===== src/rtl/nearest_free_slot_finder_defines.svh =====
// Assertion macros for the nearest free slot finder.
`ifndef NEAREST_FREE_SLOT_FINDER_DEFINES_SVH
`define NEAREST_FREE_SLOT_FINDER_DEFINES_SVH

// Same-cycle implication, checked out of reset.
`define NFSF_ASSERT_NOW(lbl, clk, rst_n, ante, cons) \
  lbl: assert property (@(posedge clk) disable iff (!rst_n) (ante) |-> (cons)) \
    else $error("nfsf assertion failed");

// Next-cycle implication, checked out of reset.
`define NFSF_ASSERT_NEXT(lbl, clk, rst_n, ante, cons) \
  lbl: assert property (@(posedge clk) disable iff (!rst_n) (ante) |=> (cons)) \
    else $error("nfsf assertion failed");

`endif


===== src/rtl/nfsf_pkg.sv =====
// Shared types and constants of the nearest free slot finder.
package nfsf_pkg;

  localparam int COLUMNS_DEF = 9;
  localparam int ROWS_DEF    = 6;

  localparam int CFG_IDX_W  = 8;
  localparam int CFG_DATA_W = 16;

  localparam int PITCH_W  = 12;
  localparam int OFFSET_W = 13;
  localparam int POS_W    = 16;

  // Register indexes on the configuration port.
  localparam logic [CFG_IDX_W-1:0] REG_COLUMN_PITCH  = 8'd0;
  localparam logic [CFG_IDX_W-1:0] REG_COLUMN_OFFSET = 8'd1;
  localparam logic [CFG_IDX_W-1:0] REG_ROW_PITCH     = 8'd2;
  localparam logic [CFG_IDX_W-1:0] REG_ROW_OFFSET    = 8'd3;

  localparam logic [PITCH_W-1:0]  COLUMN_PITCH_RST  = 12'd1071;
  localparam logic [OFFSET_W-1:0] COLUMN_OFFSET_RST = 13'd1435;
  localparam logic [PITCH_W-1:0]  ROW_PITCH_RST     = 12'd1700;
  localparam logic [OFFSET_W-1:0] ROW_OFFSET_RST    = 13'd550;

  localparam logic [31:0] CENTRE_MAX = 32'd65535;

  typedef struct packed {
    logic                    request;
    logic signed [POS_W-1:0] pos_x_mm;
    logic signed [POS_W-1:0] pos_z_mm;
    logic                    commit_free;
  } in_t;

  typedef struct packed {
    logic        found;
    logic [3:0]  slot_column;
    logic [2:0]  slot_row;
    logic [5:0]  slot_index;
    logic [15:0] centre_x_mm;
    logic [15:0] centre_z_mm;
    logic [5:0]  free_count;
  } out_t;

endpackage


===== src/rtl/nfsf_ram.sv =====
// Generic simple dual-port RAM with registered read.
module nfsf_ram #(
  parameter int WIDTH = 1,
  parameter int DEPTH = 2,
  localparam int AW = (DEPTH > 1) ? $clog2(DEPTH) : 1
) (
  input  logic             clk,
  input  logic             we,
  input  logic [AW-1:0]    waddr,
  input  logic [WIDTH-1:0] wdata,
  input  logic [AW-1:0]    raddr,
  output logic [WIDTH-1:0] rdata
);

  logic [WIDTH-1:0] mem [DEPTH];

  always_ff @(posedge clk) begin
    if (we) begin
      mem[waddr] <= wdata;
    end
    rdata <= mem[raddr];
  end

endmodule


===== src/rtl/nearest_free_slot_finder.sv =====
// Top level: nearest free slot search over a free-slot map held in RAM.
//
//  channel  | handshake               | payload
//  ---------+-------------------------+-------------------------------------
//  input    | start / busy            | in_data  (nfsf_pkg::in_t)
//  result   | out_valid strobe        | out_data (nfsf_pkg::out_t)
//  config   | cfg_valid / cfg_ready   | cfg_index, cfg_data
//
// After reset the map RAM is swept to "free", one slot a cycle, with busy
// high. An item on a rising request reads the map once per slot, then waits
// for the read data and reports; a falling request with a latched slot reads,
// writes back and reports; any other item goes straight to the report step.
// The single RAM read port sets the scan length. The result strobe
// is one cycle wide and cannot be stalled; cfg_ready is always high.
`include "nearest_free_slot_finder_defines.svh"

module nearest_free_slot_finder #(
  parameter int COLUMNS = nfsf_pkg::COLUMNS_DEF,
  parameter int ROWS    = nfsf_pkg::ROWS_DEF
) (
  input  logic                             clk,
  input  logic                             rst_n,
  input  logic                             start,
  output logic                             busy,
  input  nfsf_pkg::in_t                    in_data,
  output logic                             out_valid,
  output nfsf_pkg::out_t                   out_data,
  input  logic                             cfg_valid,
  output logic                             cfg_ready,
  input  logic [nfsf_pkg::CFG_IDX_W-1:0]   cfg_index,
  input  logic [nfsf_pkg::CFG_DATA_W-1:0]  cfg_data
);

  localparam int SLOTS = COLUMNS * ROWS;
  localparam int SW    = (SLOTS > 1) ? $clog2(SLOTS) : 1;
  localparam int COL_W = (COLUMNS > 1) ? $clog2(COLUMNS) : 1;
  localparam int ROW_W = (ROWS > 1) ? $clog2(ROWS) : 1;
  localparam int FT_W  = $clog2(SLOTS + 1);
  localparam int PW    = nfsf_pkg::PITCH_W;
  localparam int OW    = nfsf_pkg::OFFSET_W;
  // Widest slot center in each axis.
  localparam int CX_W  = $clog2(8191 + (COLUMNS - 1) * 4095 + 1);
  localparam int CZ_W  = $clog2(8191 + (ROWS - 1) * 4095 + 1);
  localparam int CW0   = (CX_W > CZ_W) ? CX_W : CZ_W;
  localparam int CW    = (CW0 > nfsf_pkg::POS_W) ? CW0 : nfsf_pkg::POS_W;
  localparam int DW    = CW + 2;  // signed difference; also distance width

  typedef enum logic [5:0] {
    ST_CLEAR  = 6'b000001,
    ST_IDLE   = 6'b000010,
    ST_SCAN   = 6'b000100,
    ST_FRD    = 6'b001000,
    ST_FWR    = 6'b010000,
    ST_REPORT = 6'b100000
  } state_t;

  // state and control
  state_t              state_r, state_nxt;
  logic [SW-1:0]       clr_r, clr_nxt;
  logic                last_req_r, last_req_nxt;
  logic signed [15:0]  px_r, px_nxt;
  logic signed [15:0]  pz_r, pz_nxt;
  logic                commit_r, commit_nxt;

  // configuration
  logic [PW-1:0]       cpitch_r, cpitch_nxt;
  logic [OW-1:0]       coff_r, coff_nxt;
  logic [PW-1:0]       rpitch_r, rpitch_nxt;
  logic [OW-1:0]       roff_r, roff_nxt;

  // scan issue stage
  logic                iss_on_r, iss_on_nxt;
  logic [COL_W-1:0]    iss_col_r, iss_col_nxt;
  logic [ROW_W-1:0]    iss_row_r, iss_row_nxt;
  logic [SW-1:0]       iss_idx_r, iss_idx_nxt;
  logic [CX_W-1:0]     iss_cx_r, iss_cx_nxt;
  logic [CZ_W-1:0]     iss_cz_r, iss_cz_nxt;

  // scan compare stage, aligned with RAM read data
  logic                p_vld_r, p_vld_nxt;
  logic                p_last_r, p_last_nxt;
  logic [COL_W-1:0]    p_col_r, p_col_nxt;
  logic [ROW_W-1:0]    p_row_r, p_row_nxt;
  logic [SW-1:0]       p_idx_r, p_idx_nxt;
  logic [CX_W-1:0]     p_cx_r, p_cx_nxt;
  logic [CZ_W-1:0]     p_cz_r, p_cz_nxt;

  // running best
  logic                have_r, have_nxt;
  logic [DW-1:0]       best_r, best_nxt;
  logic [SW-1:0]       best_idx_r, best_idx_nxt;
  logic [COL_W-1:0]    best_col_r, best_col_nxt;
  logic [ROW_W-1:0]    best_row_r, best_row_nxt;

  // latched slot and free count
  logic                lat_vld_r, lat_vld_nxt;
  logic [SW-1:0]       lat_idx_r, lat_idx_nxt;
  logic [COL_W-1:0]    lat_col_r, lat_col_nxt;
  logic [ROW_W-1:0]    lat_row_r, lat_row_nxt;
  logic [FT_W-1:0]     free_tot_r, free_tot_nxt;

  logic                out_valid_r, out_valid_nxt;
  nfsf_pkg::out_t      out_r, out_nxt;

  // RAM port
  logic                ram_we;
  logic [SW-1:0]       ram_waddr;
  logic                ram_wdata;
  logic [SW-1:0]       ram_raddr;
  logic                ram_rdata;

  // datapath
  logic                accept;
  logic                rising, falling;
  logic                iss_col_last, iss_row_last;
  logic signed [DW-1:0] dx, dz, ndx, ndz;
  logic [DW-2:0]       ax, az;
  logic [DW-1:0]       man_dist;
  logic                better;
  logic [COL_W+PW-1:0] prod_x;
  logic [ROW_W+PW-1:0] prod_z;
  logic [CX_W-1:0]     rep_cx;
  logic [CZ_W-1:0]     rep_cz;
  logic [31:0]         col_w32, row_w32, idx_w32, ft_w32;

  nfsf_ram #(
    .WIDTH (1),
    .DEPTH (SLOTS)
  ) u_map (
    .clk   (clk),
    .we    (ram_we),
    .waddr (ram_waddr),
    .wdata (ram_wdata),
    .raddr (ram_raddr),
    .rdata (ram_rdata)
  );

  assign busy      = (state_r != ST_IDLE);
  assign accept    = start && !busy;
  assign cfg_ready = 1'b1;
  assign out_valid = out_valid_r;
  assign out_data  = out_r;

  assign rising  = in_data.request && !last_req_r;
  assign falling = !in_data.request && last_req_r;

  assign iss_col_last = (iss_col_r == COL_W'(COLUMNS - 1));
  assign iss_row_last = (iss_row_r == ROW_W'(ROWS - 1));

  // Manhattan distance of the slot whose map bit is arriving now.
  always_comb begin
    dx       = $signed(DW'(px_r)) - $signed(DW'(p_cx_r));
    dz       = $signed(DW'(pz_r)) - $signed(DW'(p_cz_r));
    ndx      = -dx;
    ndz      = -dz;
    ax       = dx[DW-1] ? ndx[DW-2:0] : dx[DW-2:0];
    az       = dz[DW-1] ? ndz[DW-2:0] : dz[DW-2:0];
    man_dist = DW'(ax) + DW'(az);
  end

  // strict less keeps the earliest slot on a tie
  assign better = p_vld_r && ram_rdata && (!have_r || (man_dist < best_r));

  // Center of the latched slot under the current configuration.
  always_comb begin
    prod_x  = (COL_W+PW)'(lat_col_r) * (COL_W+PW)'(cpitch_r);
    prod_z  = (ROW_W+PW)'(lat_row_r) * (ROW_W+PW)'(rpitch_r);
    rep_cx  = CX_W'(coff_r) + CX_W'(prod_x);
    rep_cz  = CZ_W'(roff_r) + CZ_W'(prod_z);
    col_w32 = 32'(lat_col_r);
    row_w32 = 32'(lat_row_r);
    idx_w32 = 32'(lat_idx_r);
    ft_w32  = 32'(free_tot_r);
  end

  // RAM access: sweep, scan read, commit read-modify-write.
  always_comb begin
    ram_raddr = (state_r == ST_SCAN) ? iss_idx_r : lat_idx_r;
    ram_we    = 1'b0;
    ram_waddr = lat_idx_r;
    ram_wdata = commit_r;
    if (state_r == ST_CLEAR) begin
      ram_we    = 1'b1;
      ram_waddr = clr_r;
      ram_wdata = 1'b1;
    end else if (state_r == ST_FWR && ram_rdata != commit_r) begin
      ram_we = 1'b1;
    end
  end

  always_comb begin
    state_nxt     = state_r;
    clr_nxt       = clr_r;
    last_req_nxt  = last_req_r;
    px_nxt        = px_r;
    pz_nxt        = pz_r;
    commit_nxt    = commit_r;
    cpitch_nxt    = cpitch_r;
    coff_nxt      = coff_r;
    rpitch_nxt    = rpitch_r;
    roff_nxt      = roff_r;
    iss_on_nxt    = iss_on_r;
    iss_col_nxt   = iss_col_r;
    iss_row_nxt   = iss_row_r;
    iss_idx_nxt   = iss_idx_r;
    iss_cx_nxt    = iss_cx_r;
    iss_cz_nxt    = iss_cz_r;
    p_vld_nxt     = 1'b0;
    p_last_nxt    = p_last_r;
    p_col_nxt     = p_col_r;
    p_row_nxt     = p_row_r;
    p_idx_nxt     = p_idx_r;
    p_cx_nxt      = p_cx_r;
    p_cz_nxt      = p_cz_r;
    have_nxt      = have_r;
    best_nxt      = best_r;
    best_idx_nxt  = best_idx_r;
    best_col_nxt  = best_col_r;
    best_row_nxt  = best_row_r;
    lat_vld_nxt   = lat_vld_r;
    lat_idx_nxt   = lat_idx_r;
    lat_col_nxt   = lat_col_r;
    lat_row_nxt   = lat_row_r;
    free_tot_nxt  = free_tot_r;
    out_valid_nxt = 1'b0;
    out_nxt       = out_r;

    // the user must issue config writes only while idle; the block does not enforce it
    if (cfg_valid && cfg_ready) begin
      unique case (cfg_index)
        nfsf_pkg::REG_COLUMN_PITCH:  cpitch_nxt = cfg_data[PW-1:0];
        nfsf_pkg::REG_COLUMN_OFFSET: coff_nxt   = cfg_data[OW-1:0];
        nfsf_pkg::REG_ROW_PITCH:     rpitch_nxt = cfg_data[PW-1:0];
        nfsf_pkg::REG_ROW_OFFSET:    roff_nxt   = cfg_data[OW-1:0];
        default: ;
      endcase
    end

    unique case (state_r)
      ST_CLEAR: begin
        clr_nxt = SW'(clr_r + 1'b1);
        if (clr_r == SW'(SLOTS - 1)) begin
          state_nxt = ST_IDLE;
        end
      end

      ST_IDLE: begin
        if (accept) begin
          last_req_nxt = in_data.request;
          px_nxt       = in_data.pos_x_mm;
          pz_nxt       = in_data.pos_z_mm;
          commit_nxt   = in_data.commit_free;
          if (rising) begin
            state_nxt   = ST_SCAN;
            iss_on_nxt  = 1'b1;
            iss_col_nxt = '0;
            iss_row_nxt = '0;
            iss_idx_nxt = '0;
            iss_cx_nxt  = CX_W'(coff_r);
            iss_cz_nxt  = CZ_W'(roff_r);
            have_nxt    = 1'b0;
          end else if (falling && lat_vld_r) begin
            state_nxt = ST_FRD;
          end else begin
            state_nxt = ST_REPORT;
          end
        end
      end

      ST_SCAN: begin
        // issue one map read per cycle, walking row-major
        if (iss_on_r) begin
          p_vld_nxt  = 1'b1;
          p_last_nxt = iss_col_last && iss_row_last;
          p_col_nxt  = iss_col_r;
          p_row_nxt  = iss_row_r;
          p_idx_nxt  = iss_idx_r;
          p_cx_nxt   = iss_cx_r;
          p_cz_nxt   = iss_cz_r;
          iss_idx_nxt = SW'(iss_idx_r + 1'b1);
          if (iss_col_last) begin
            iss_col_nxt = '0;
            iss_cx_nxt  = CX_W'(coff_r);
            iss_row_nxt = ROW_W'(iss_row_r + 1'b1);
            iss_cz_nxt  = CZ_W'(iss_cz_r + CZ_W'(rpitch_r));
            if (iss_row_last) begin
              iss_on_nxt = 1'b0;
            end
          end else begin
            iss_col_nxt = COL_W'(iss_col_r + 1'b1);
            iss_cx_nxt  = CX_W'(iss_cx_r + CX_W'(cpitch_r));
          end
        end
        // compare the slot whose map bit has arrived
        if (better) begin
          have_nxt     = 1'b1;
          best_nxt     = man_dist;
          best_idx_nxt = p_idx_r;
          best_col_nxt = p_col_r;
          best_row_nxt = p_row_r;
        end
        if (p_vld_r && p_last_r) begin
          state_nxt   = ST_REPORT;
          lat_vld_nxt = have_nxt;
          lat_idx_nxt = have_nxt ? best_idx_nxt : '0;
          lat_col_nxt = have_nxt ? best_col_nxt : '0;
          lat_row_nxt = have_nxt ? best_row_nxt : '0;
        end
      end

      ST_FRD: begin
        state_nxt = ST_FWR;
      end

      ST_FWR: begin
        // map bit of the latched slot is on ram_rdata now
        if (ram_rdata != commit_r) begin
          if (commit_r) begin
            free_tot_nxt = FT_W'(free_tot_r + 1'b1);
          end else if (free_tot_r != '0) begin
            free_tot_nxt = FT_W'(free_tot_r - 1'b1);
          end
        end
        state_nxt = ST_REPORT;
      end

      ST_REPORT: begin
        out_valid_nxt          = 1'b1;
        out_nxt.found          = lat_vld_r;
        out_nxt.slot_column    = lat_vld_r ? col_w32[3:0] : 4'd0;
        out_nxt.slot_row       = lat_vld_r ? row_w32[2:0] : 3'd0;
        out_nxt.slot_index     = lat_vld_r ? idx_w32[5:0] : 6'd0;
        out_nxt.centre_x_mm    = !lat_vld_r ? 16'd0 :
                                 (32'(rep_cx) > nfsf_pkg::CENTRE_MAX) ? 16'hFFFF :
                                 16'(rep_cx);
        out_nxt.centre_z_mm    = !lat_vld_r ? 16'd0 :
                                 (32'(rep_cz) > nfsf_pkg::CENTRE_MAX) ? 16'hFFFF :
                                 16'(rep_cz);
        out_nxt.free_count     = ft_w32[5:0];
        state_nxt              = ST_IDLE;
      end

      default: begin
        state_nxt = ST_IDLE;
      end
    endcase
  end

  // control registers
  always_ff @(posedge clk) begin
    if (!rst_n) begin
      state_r     <= ST_CLEAR;
      clr_r       <= '0;
      last_req_r  <= 1'b0;
      cpitch_r    <= nfsf_pkg::COLUMN_PITCH_RST;
      coff_r      <= nfsf_pkg::COLUMN_OFFSET_RST;
      rpitch_r    <= nfsf_pkg::ROW_PITCH_RST;
      roff_r      <= nfsf_pkg::ROW_OFFSET_RST;
      iss_on_r    <= 1'b0;
      p_vld_r     <= 1'b0;
      have_r      <= 1'b0;
      lat_vld_r   <= 1'b0;
      lat_idx_r   <= '0;
      lat_col_r   <= '0;
      lat_row_r   <= '0;
      free_tot_r  <= FT_W'(SLOTS);
      out_valid_r <= 1'b0;
    end else begin
      state_r     <= state_nxt;
      clr_r       <= clr_nxt;
      last_req_r  <= last_req_nxt;
      cpitch_r    <= cpitch_nxt;
      coff_r      <= coff_nxt;
      rpitch_r    <= rpitch_nxt;
      roff_r      <= roff_nxt;
      iss_on_r    <= iss_on_nxt;
      p_vld_r     <= p_vld_nxt;
      have_r      <= have_nxt;
      lat_vld_r   <= lat_vld_nxt;
      lat_idx_r   <= lat_idx_nxt;
      lat_col_r   <= lat_col_nxt;
      lat_row_r   <= lat_row_nxt;
      free_tot_r  <= free_tot_nxt;
      out_valid_r <= out_valid_nxt;
    end
  end

  // payload registers
  always_ff @(posedge clk) begin
    px_r       <= px_nxt;
    pz_r       <= pz_nxt;
    commit_r   <= commit_nxt;
    iss_col_r  <= iss_col_nxt;
    iss_row_r  <= iss_row_nxt;
    iss_idx_r  <= iss_idx_nxt;
    iss_cx_r   <= iss_cx_nxt;
    iss_cz_r   <= iss_cz_nxt;
    p_last_r   <= p_last_nxt;
    p_col_r    <= p_col_nxt;
    p_row_r    <= p_row_nxt;
    p_idx_r    <= p_idx_nxt;
    p_cx_r     <= p_cx_nxt;
    p_cz_r     <= p_cz_nxt;
    best_r     <= best_nxt;
    best_idx_r <= best_idx_nxt;
    best_col_r <= best_col_nxt;
    best_row_r <= best_row_nxt;
    out_r      <= out_nxt;
  end

  // a result strobe only ever follows the report step
  `NFSF_ASSERT_NOW(a_out_after_report, clk, rst_n, out_valid_r, $past(state_r == ST_REPORT))
  // every accepted transfer makes the block busy
  `NFSF_ASSERT_NEXT(a_accept_busy, clk, rst_n, accept, busy)
  // free count never exceeds the map size
  `NFSF_ASSERT_NOW(a_free_bound, clk, rst_n, 1'b1, free_tot_r <= FT_W'(SLOTS))
  // map writes outside the sweep only hit the latched slot
  `NFSF_ASSERT_NOW(a_write_latched, clk, rst_n, ram_we && state_r != ST_CLEAR,
                   state_r == ST_FWR && lat_vld_r && ram_waddr == lat_idx_r)

endmodule


===== config.mk =====
export PLATFORM = sky130hd
export DESIGN_NAME = nearest_free_slot_finder
export DESIGN_NICKNAME = d
export VERILOG_FILES = /design/src/rtl/nfsf_pkg.sv /design/src/rtl/nfsf_ram.sv /design/src/rtl/nearest_free_slot_finder.sv
export VERILOG_INCLUDE_DIRS = /design/src /design/src/rtl
export SDC_FILE = /design/constraint.sdc
export NUM_CORES = 1
export LEC_CHECK = 0
export ABC_CLOCK_PERIOD_IN_PS = 17000
export BUFFER_PORTS_ARGS = -buffer_cell sky130_fd_sc_hd__buf_2
export CORE_MARGIN = 2
export CORE_UTILIZATION = 60
export CTS_CLUSTER_SIZE = 16
export DETAILED_ROUTE_END_ITERATION = 8
export HOLD_SLACK_MARGIN = 0.03
export PLACE_DENSITY = 0.79
export SKIP_LAST_GASP = 1
export SLEW_MARGIN = 20
export SYNTH_ARGS = -nofsm -noshare
export SYNTH_HDL_FRONTEND = slang
export SYNTH_SLANG_ARGS = --single-unit

===== constraint.sdc =====
create_clock -name clk -period 17 [get_ports clk]
set_clock_uncertainty 0.2 [all_clocks]
set_input_delay 2.55 -clock clk [delete_from_list [all_inputs] [get_ports clk]]
set_output_delay 2.55 -clock clk [all_outputs]
set_load 0.05 [all_outputs]

* Word-level counts from Yosys, hierarchy flattened *
Memory sizes are Yosys's and may differ from the RTL's. A register that Yosys moved wholly into a read port is not among the register bits.
Index checks and enable logic that the tools add are counted.

operators by class
  multiply operators = 2
  add/subtract/negate cells = 15
  mux-type cells = 60
  reductions and logical operators = 32
  equal/unequal tests = 20
  order comparisons = 1

operators by type and width
  kind                 number
  $mux 6               14
  $mux 16              4
  $mux 15              4
  $mux 17              2
  $neg 17->17          2
  $pmux 16 s2          1
  $pmux 15 s2          1
  $pmux 6 s5           1
  $mux 4               6
  $add 17x17->18       1
  $add 6x1->6 const B  3
  $lt 18x18->1         1
  $mux 3               6
  $reduce_and 2->1     9
  $sub 16x17->18       1
  $sub 16x16->17       1
  $add 13x16->16       1
  $add 16x12->16       1
  $eq 8x2->1 const B   2
  $mul 4x12->16        1
  $mux 1               16
  $add 13x15->15       1
  $add 15x12->15       1
  $mul 3x12->15        1
  other kinds (29)     49

storage, ports and cells
  output and inout port bits = 55
  memories kept = 1
  register bits = 292
  word-level logic and storage cells = 173
  input bits = 62
  memory bits (writable) = 54

memories
  name       words  width  read ports  clocked after Yosys merged registers in  wr ports  RTL line        RTL
  u_map.mem  54     1      1           1                                        1         nfsf_ram.sv:15  logic [WIDTH-1:0] mem [DEPTH];

* Depth between registers and ports, before layout *
Gate-level depths: netlist of the first run.

  depth in word-level cells = 10
  depth in mapped cells = 34
  gate-level depth less buffers = 32

* Cells and area by module *
Synthesis of the first run repeated with hierarchy kept, for this count alone.

second synthesis, totals
  cell total of the unflattened synthesis = 1,953
  area total of the unflattened synthesis = 20,544.7 um2

modules (own cells, without submodules)
  module                    sequential area each (um2)  area each (um2)  instances  cells each
  nearest_free_slot_finder  7,867.5                     18,049.8         1          1,769
  nfsf_ram                  1,641.6                     2,494.9          1          184

* Least setup slack after synthesis of the first run *
No wires, ideal clock.

  path kind = reg2reg
  start point = register p_cz_r[0]
  end point = register best_r[0] (enable)
  path buffers = 2
  required time = 16.407 ns
  arrival time = 6.838 ns
  cell stages (with the launch flop) = 31
  setup slack = 9.570 ns
  clock period less this slack = 7.430 ns
  library setup time = 0.393 ns
  cells stage by stage = edfxtp_1 > ha_1 > fa_1 > nor2b_4 > o211ai_1 > a211oi_1 > o31ai_1 > a21oi_1 > a21oi_1 > or2_2 > clkbuf_1 > nand2_1 > o21ai_0 > fa_1 > a21o_1 > a21oi_1 > nand2b_1 > a21oi_1 > a41oi_1 > a21oi_1 > a41o_1 > a21oi_1 > xnor2_1 > ha_1 > nor2b_1 > o21ai_0 > nand2b_1 > a221oi_1 > o21ai_1 > clkbuf_1 > nor2_1

on the way
  longest elaborated chain between the ends = 8

ends and longest elaborated chain
  item                                 RTL line                         RTL
  start: declaration                   nearest_free_slot_finder.sv:86   logic [CZ_W-1:0] p_cz_r, p_cz_nxt;
  start signal: assignment             nearest_free_slot_finder.sv:403  p_cz_r <= p_cz_nxt;
  $sub 16x16->17 *                     nearest_free_slot_finder.sv:153  dz = $signed(DW'(pz_r)) - $signed(DW'(p_cz_r));
  $neg 17->17                          nearest_free_slot_finder.sv:155  ndz = -dz;
  $mux 17 *                            nearest_free_slot_finder.sv:157  az = dz[DW-1] ? ndz[DW-2:0] : dz[DW-2:0];
  $add 17x17->18 *                     nearest_free_slot_finder.sv:158  man_dist = DW'(ax) + DW'(az);
  net man_dist[16]                     nearest_free_slot_finder.sv:118  logic [DW-1:0] man_dist;
  $lt 18x18->1 *                       nearest_free_slot_finder.sv:162  assign better = p_vld_r && ram_rdata && (!have_r || (man_dist < best_r));
  $logic_or 1x1->1 *                   nearest_free_slot_finder.sv:162
  $logic_and 1x1->1 *                  nearest_free_slot_finder.sv:162
  $reduce_and 2->1 (no source line) *  --
  end signal: assignment               nearest_free_slot_finder.sv:404  best_r <= best_nxt;
  end: declaration                     nearest_free_slot_finder.sv:90   logic [DW-1:0] best_r, best_nxt;

The timed path passes the listed nets; every way through them passes the cells marked *.
A chain may end at the register's enable or synchronous reset.

* Worst setup path after layout of the first run *
  start point = register p_cz_r[0]
  end point = register lat_row_r[2]

on the way
  longest elaborated chain between the ends = 10
  elaborated cells on any way between the ends = 11
  classes of those cells = add/sub: 3; order compare: 1; mux: 5; reduce/logical: 2

ends and longest elaborated chain
  item                    RTL line                         RTL
  $sub 16x16->17 *        nearest_free_slot_finder.sv:153
  $neg 17->17             nearest_free_slot_finder.sv:155
  $mux 17 *               nearest_free_slot_finder.sv:157
  $add 17x17->18 *        nearest_free_slot_finder.sv:158
  net man_dist[15]        nearest_free_slot_finder.sv:118
  $lt 18x18->1 *          nearest_free_slot_finder.sv:162
  $logic_or 1x1->1 *      nearest_free_slot_finder.sv:162
  $logic_and 1x1->1 *     nearest_free_slot_finder.sv:162
  $mux 1                  nearest_free_slot_finder.sv:295  if (better) begin
  $mux 1                  nearest_free_slot_finder.sv:239  unique case (state_r)
  $mux 3 *                nearest_free_slot_finder.sv:307  lat_row_nxt = have_nxt ? best_row_nxt : '0;
  end signal: assignment  nearest_free_slot_finder.sv:382  lat_row_r <= lat_row_nxt;
  end: declaration        nearest_free_slot_finder.sv:99   logic [ROW_W-1:0] lat_row_r, lat_row_nxt;

The timed path passes the listed nets; every way through them passes the cells marked *. The select of a mux whose other input is x is not followed.

==> impl_metrics.py, run 1 <==
metrics = {
    "outcome": {
        "status": "finished clean",
    },
    "routing": {
        "drtAntennaViolNets": 0,
        "via_count": 16000,
        "vias_per_cell": 5.98,
        "initialDrtViolationCount": 1282,
        "drc_errors": 0,
        "wl_um": 50400,
        "avgRoutedWirePerCell_um": 18.8,
        "first_pass_iters": 5,
    },
    "placement": {
        "place.gp.congestion": 0.887,
        "dp_slack_ns": 9.30,
        "io_buffers": 111,
        "dpl_cell_area_sq_um": 22100,
        "hpwl_um": 35900,
    },
    "synthesis": {
        "synth_top_area_share_pct": 36.7,
        "syn-instance-count": 2089,
        "post_synth_num_cell_types": 77,
        "syn_area_sq_um": 21100,
        "ys_async_sr_fraction_pct": 0,
        "synth_top_area_cell": "edfxtp_1",
        "yosys-top-cells-count": "nand2_1, edfxtp_1, nor2_1",
        "ys.flop_type": "edfxtp_1",
        "synth_edf_count": 258,
        "syn_avg_cell_area_sq_um": 10.1,
        "synthTopCellsByArea": "edfxtp_1, ha_1, dfxtp_1",
        "synth.most_common_cell": "nand2_1",
        "syn_nets": 2355,
        "ys_warn_count": 0,
        "yosysSeqAreaShare_pct": 45.1,
        "ys_seq_elements": 346,
    },
    "floorplan": {
        "ios": 117,
        "die_area_sq_um": 36700,
        "die_y_um": 192,
        "die_w_um": 192,
        "core-area_sq_um": 34600,
        "start_util_pct": 60.9,
        "rows": 68,
    },
    "cts": {
        "hold_buffers": 0,
        "cts-htree-levels": 2,
        "numCtsBuffers": 40,
        "cts_buffer_depth": 3,
        "clock-sinks": 346,
        "cts_setup_buffers": 0,
        "postCtsResizedCells": 0,
        "cts_root_buf": "clkbuf_16",
        "path_clk_slew_ns": 0.06,
        "cts_tree": "done",
        "clk_latency_ns": 0.57,
    },
    "setup_path": {
        "path_class": "reg -> reg",
        "crit_path_max_fanout": 14,
        "r2r_start": "p_cz_r[0]$_DFFE_PP_",
        "crit_path_end_kind": "flop",
        "timing.rr.end": "lat_row_r[2]$_SDFFE_PN0P_",
        "r2r_cells": 29,
        "start_kind": "flop",
        "cpPeakStageDelay_ns": 0.91,
        "worstPathArrival_ns": 8.11,
        "required_ns": 17.26,
        "r2r_setup_slack_ns": 9.14,
        "crit_path_end": "lat_row_r[2]$_SDFFE_PN0P_",
        "cp_common_cell": "a21oi_1",
        "critPathSlowestCell": "nor2_1",
        "setup.worst_path.start": "p_cz_r[0]$_DFFE_PP_",
    },
    "power": {
        "cellLeakagePower_nw": 9.56,
        "p_sw_mw": 0.379,
        "power.internal_mw": 1.41,
        "pwr-share-seq_pct": 50.2,
        "cellPowerDensity_nw_per_um2": 76.4,
        "ir_drop_mv": 0.0685,
        "netSwitchingFraction_pct": 21.1,
        "p_clk_share_pct": 48.4,
        "finalPower_mw": 1.79,
        "combPwrFrac_pct": 1.5,
    },
    "sta": {
        "maxSlewHeadroom_pct": 22.9,
        "grt_setup_unrepaired": "no",
        "finalHoldViolCount": 0,
        "setup_tns_ns": 0,
        "setup_ws_ns": 9.14,
        "setup_violations": 0,
        "maxSlewViolCount": 0,
        "timing.final.crit_share_pct": 46.2,
        "tightest_slew_ns": 1.15,
        "fmax_mhz": 127,
        "min_period_ns": 7.86,
    },
    "hold_path": {
        "hold_path.class": "reg -> reg",
    },
    "global_routing": {
        "grt_antenna_before_repair": 3,
        "overflow": 0,
        "grt_pass1_vias": 15900,
        "gr-usage-all-layers_pct": 27.8,
        "grt_pass1_wl_um": 81000,
        "grt_max_degree": 75,
    },
    "finish": {
        "antennaDiodeCount": 0,
        "drive_above_1_share_pct": 10.4,
        "nets": 2460,
        "syn_to_final_growth_pct": 11.2,
        "fin_area_sq_um": 23500,
    },
    "job": {
        "drv_cap": 0,
    },
}
-- sequential cells by signal (all words and copies together) (netlist names), 13 cells and up --
name	cells
coff_r	13
p_cz_r	15
best_r	18
u_map.mem	54
roff_r	13
p_cx_r	16
iss_cz_r	15
px_r	16
iss_cx_r	16
out_data	51
pz_r	16
-- cell families after synthesis --
kind of cell	count (synthesis)	share of synthesized area (%)
compound gates	390	12.1
xor+xnor	127	5.27
fa+ha+maj	204	14.2
buf+inv	203	3.71
flops	346	45.1
mux	40	2.02
other cells	2	0.0356
simple gates	777	17.6
-- final cells by class --
| class | instances | area, sq um |
|---|---|---|
| clock inverters | 14 | 194 |
| clock buffers | 60 | 1150 |
| flip-flops and latches | 346 | 9510 |
| multi-input cells | 1540 | 10800 |
| fillers | 2569 | 11200 |
| well taps | 455 | 569 |
| inverters | 136 | 510 |
| repair buffers | 130 | 698 |
-- how the worst min path moves through the flow --
stage / startpoint / endpoint / slack (ns) / cells past startpoint
2_1_floorplan: lat_vld_r$_SDFFE_PN0P_ / out_data[51]$_DFFE_PP_ / 0.21 / 0
3_3_place_gp: iss_cx_r[7]$_DFFE_PP_ / p_cx_r[7]$_DFFE_PP_ / 0.25 / 0
3_5_place_dp: iss_cx_r[9]$_DFFE_PP_ / p_cx_r[9]$_DFFE_PP_ / 0.25 / 0
4_1_cts: iss_cx_r[9]$_DFFE_PP_ / p_cx_r[9]$_DFFE_PP_ / 0.27 / 0
5_1_grt: iss_cx_r[9]$_DFFE_PP_ / p_cx_r[9]$_DFFE_PP_ / 0.28 / 0
6_report: iss_cx_r[9]$_DFFE_PP_ / p_cx_r[9]$_DFFE_PP_ / 0.26 / 0
-- power groups by stage --
stage / registers, mW / logic [mW] / clock network, mW
after global routing: 0.899 / 0.0284 / 0.912
after global placement: 0.917 / 0.0251 / 0
after detailed placement: 0.917 / 0.0257 / 0
final: 0.899 / 0.0262 / 0.867
after CTS: 0.899 / 0.0261 / 0.880
after floorplan: 0.917 / 0.0127 / 0
-- critical path: cells and delay by family (launching register included) --
family | cells | cell delay [ns]
xor gates and xnor gates | 1 | 0.18
DFF | 1 | 0.42
adders and majority gates | 4 | 1.27
and+or+nand+nor | 8 | 1.98
AOI/OAI and AO/OA | 16 | 3.71
-- through the flow --
step	hold slack (ns)	instances	utilization, %
2_1_floorplan	0.206	2089	-
6_report	0.264	2681	67.8
3_3_place_gp	0.254	2607	63.9
3_5_place_dp	0.254	2607	63.9
4_1_cts	0.269	2681	67.7
5_1_grt	0.283	2681	67.8
-- cells in the final DEF, fill, tap and decap left out, types with 7 or more instances in the layout --
cell type and n:
mux2_2 15, nor3_1 28, nor2_1 148, nand4_1 7, o31ai_1 8, o21a_1 12
nand2b_1 20, or2_2 10, clkbuf_16 41, xor2_1 47, a211oi_1 22, xnor2_1 80
mux2i_1 23, nor4_1 9, dfxtp_1 88, a21boi_0 35, nand3_1 80, or3_1 14
a21o_1 37, o211ai_1 24, nand3b_1 9, nand2_1 290, inv_1 136, buf_2 111
nor3b_1 7, o21ai_0 71, a31oi_1 13, nor2b_1 29, fa_1 60, clkbuf_1 14
o21bai_1 8, buf_4 19, ha_1 144, and2_1 92, edfxtp_1 258, and3_1 13
a21oi_1 106
-- metal layers --
metal  up-vias  track usage, %  wire, um
met5         -               0         7
met4         2            8.67      1300
met3       108            4.88      3770
met2       571            46.6     24000
met1      7798            37.0     21300
li1       7561               -         -
Power figures use the tool's default switching activity.
==> run 2: changes to the inputs <==
--- a/config.mk
+++ b/config.mk
@@ -6,14 +6,14 @@
 export SDC_FILE = /design/constraint.sdc
 export NUM_CORES = 1
 export LEC_CHECK = 0
-export ABC_CLOCK_PERIOD_IN_PS = 17000
+export ABC_CLOCK_PERIOD_IN_PS = 6500
 export BUFFER_PORTS_ARGS = -buffer_cell sky130_fd_sc_hd__buf_2
 export CORE_MARGIN = 2
-export CORE_UTILIZATION = 60
+export CORE_UTILIZATION = 56
 export CTS_CLUSTER_SIZE = 16
 export DETAILED_ROUTE_END_ITERATION = 8
 export HOLD_SLACK_MARGIN = 0.03
-export PLACE_DENSITY = 0.79
+export PLACE_DENSITY = 0.77
 export SKIP_LAST_GASP = 1
 export SLEW_MARGIN = 20
 export SYNTH_ARGS = -nofsm -noshare
==> constraint.sdc (replaced) <==
create_clock -name clk -period 6.5 [get_ports clk]
set_clock_uncertainty 0.2 [all_clocks]
set_input_delay 0.975 -clock clk [delete_from_list [all_inputs] [get_ports clk]]
set_output_delay 0.975 -clock clk [all_outputs]
set_load 0.05 [all_outputs]
==> impl_metrics.py, run 2 (same netlist as run 1, synthesis figures left out) <==
metrics = {
    "outcome": {
        "status": "finished clean",
    },
    "cts": {
        "clk_latency_ns": 0.57,
        "cts_buffer_depth": 3,
        "numCtsBuffers": 40,
        "cts-htree-levels": 2,
        "cts_root_buf": "clkbuf_16",
        "path_clk_slew_ns": 0.06,
        "clock-sinks": 346,
        "cts_tree": "done",
    },
    "routing": {
        "initialDrtViolationCount": 986,
        "drc_errors": 0,
        "vias_per_cell": 5.75,
        "wl_um": 50500,
        "via_count": 16000,
        "avgRoutedWirePerCell_um": 18.1,
        "first_pass_iters": 5,
        "drtAntennaViolNets": 0,
    },
    "setup_path": {
        "cp_common_cell": "a21oi_2",
        "critPathSlowestCell": "edfxtp_1",
        "path_class": "reg -> reg",
        "crit_path_max_fanout": 8,
        "worstPathArrival_ns": 6.42,
        "crit_path_end_kind": "flop",
        "path_buf_inv": 2,
        "cp_top_family": "compound AO/OA/AOI/OAI gates",
        "required_ns": 6.58,
        "cpPeakStageDelay_ns": 0.42,
        "start_kind": "flop",
    },
    "global_routing": {
        "grt_antenna_before_repair": 5,
        "grt_pass1_wl_um": 79800,
        "grt_pass1_vias": 15600,
        "overflow": 0,
        "grt_max_degree": 75,
        "gr-usage-all-layers_pct": 25.6,
    },
    "placement": {
        "hpwl_um": 36200,
        "placed_cells": 2695,
        "io_buffers": 111,
        "place.gp.congestion": 0.967,
    },
    "job": {
        "drv_cap": 0,
    },
    "finish": {
        "final_common_cell": "nand2_1",
        "final_core_util_pct": 64.9,
        "fillers": 2871,
        "nets": 2507,
        "syn_to_final_growth_pct": 15.0,
        "final_cell_mix": "nand2_1, edfxtp_1, nor2_1, ha_1, inv_1",
        "largest_register_ffs": 54,
        "fin_cells": 2784,
        "largest_register": "u_map.mem",
        "drive_above_1_share_pct": 14.5,
    },
    "floorplan": {
        "ios": 117,
        "core-area_sq_um": 37400,
        "start_util_pct": 56.4,
        "die_w_um": 198,
        "die_y_um": 198,
        "die_area_sq_um": 39300,
        "rows": 71,
    },
    "sta": {
        "finalHoldViolCount": 0,
        "timing.final.crit_share_pct": 97.6,
        "maxSlewViolCount": 0,
        "tightest_slew_ns": 1.07,
        "maxSlewHeadroom_pct": 28.3,
        "fmax_mhz": 158,
        "min_period_ns": 6.34,
        "grt_setup_unrepaired": "yes",
        "setup_violations": 0,
    },
    "power": {
        "finalPower_mw": 4.69,
        "cellLeakagePower_nw": 9.87,
        "ir_drop_mv": 0.160,
        "cellPowerDensity_nw_per_um2": 193,
    },
    "hold_path": {
        "hold_path.class": "reg -> reg",
    },
}
-- run 2: area by class of cell --
cell class                      instances  area, sq um  share of cell area, %
Antenna cell                            1         2.50                 0.0103
Clock buffer                           55         1110                   4.57
Clock inverter                         18          206                  0.851
Inverter                              136          510                   2.10
Multi-Input combinational cell       1540        11200                   46.1
Sequential cell                       346         9510                   39.2
Tap cell                              511          639                   2.63
Timing Repair Buffer                  177         1110                   4.59
-- run 2: final timing paths --
check                             start  slack, ns  cells past startpoint                   to
setup / recovery    p_cz_r[0]$_DFFE_PP_       0.16                     30  best_r[2]$_DFFE_PP_
hold / removal    iss_cx_r[8]$_DFFE_PP_       0.25                      0  p_cx_r[8]$_DFFE_PP_
setup reg to reg    p_cz_r[0]$_DFFE_PP_       0.16                     30  best_r[2]$_DFFE_PP_
hold reg to reg   iss_cx_r[8]$_DFFE_PP_       0.25                      0  p_cx_r[8]$_DFFE_PP_
-- run 2: power by group --
group	leakage [nW]	switching, mW	internal (mW)
registers	2.94	0.00329	2.35
logic	6.30	0.0425	0.0253
clock network	0.640	0.936	1.33
total	9.87	0.982	3.70
-- run 2: repair_timing --
item | CTS | global route
pin swaps | 2 | 41
endpoints found under the hold margin | 0 | 0
hold buffers | 0 | 0
gates cloned | 0 | 2
endpoints found under the setup margin | 44 | 44
resized for setup | 9 | 55
setup buffers | 0 | 13
-- run 2: per-stage QoR --
stage	worst slack [ns]	TNS, ns	area (sq um)	hold slack [ns]
after CTS	0.0278	0	23800	0.261
after global placement	-0.0725	-1.46	22500	0.243
after detailed placement	-0.221	-7.76	22500	0.250
final	0.157	0	24300	0.253
after floorplan	0.00413	0	21200	0.206
after global routing	-0.104	-2.76	24300	0.281
-- run 2: layer usage --
| layer | GRT usage [%] | share of wire [%] |
|---|---|---|
| met4 | 9.69 | 3.0 |
| met3 | 4.51 | 6.1 |
| met5 | 0 | 0.071 |
| met2 | 41.4 | 47 |
| met1 | 34.5 | 44 |
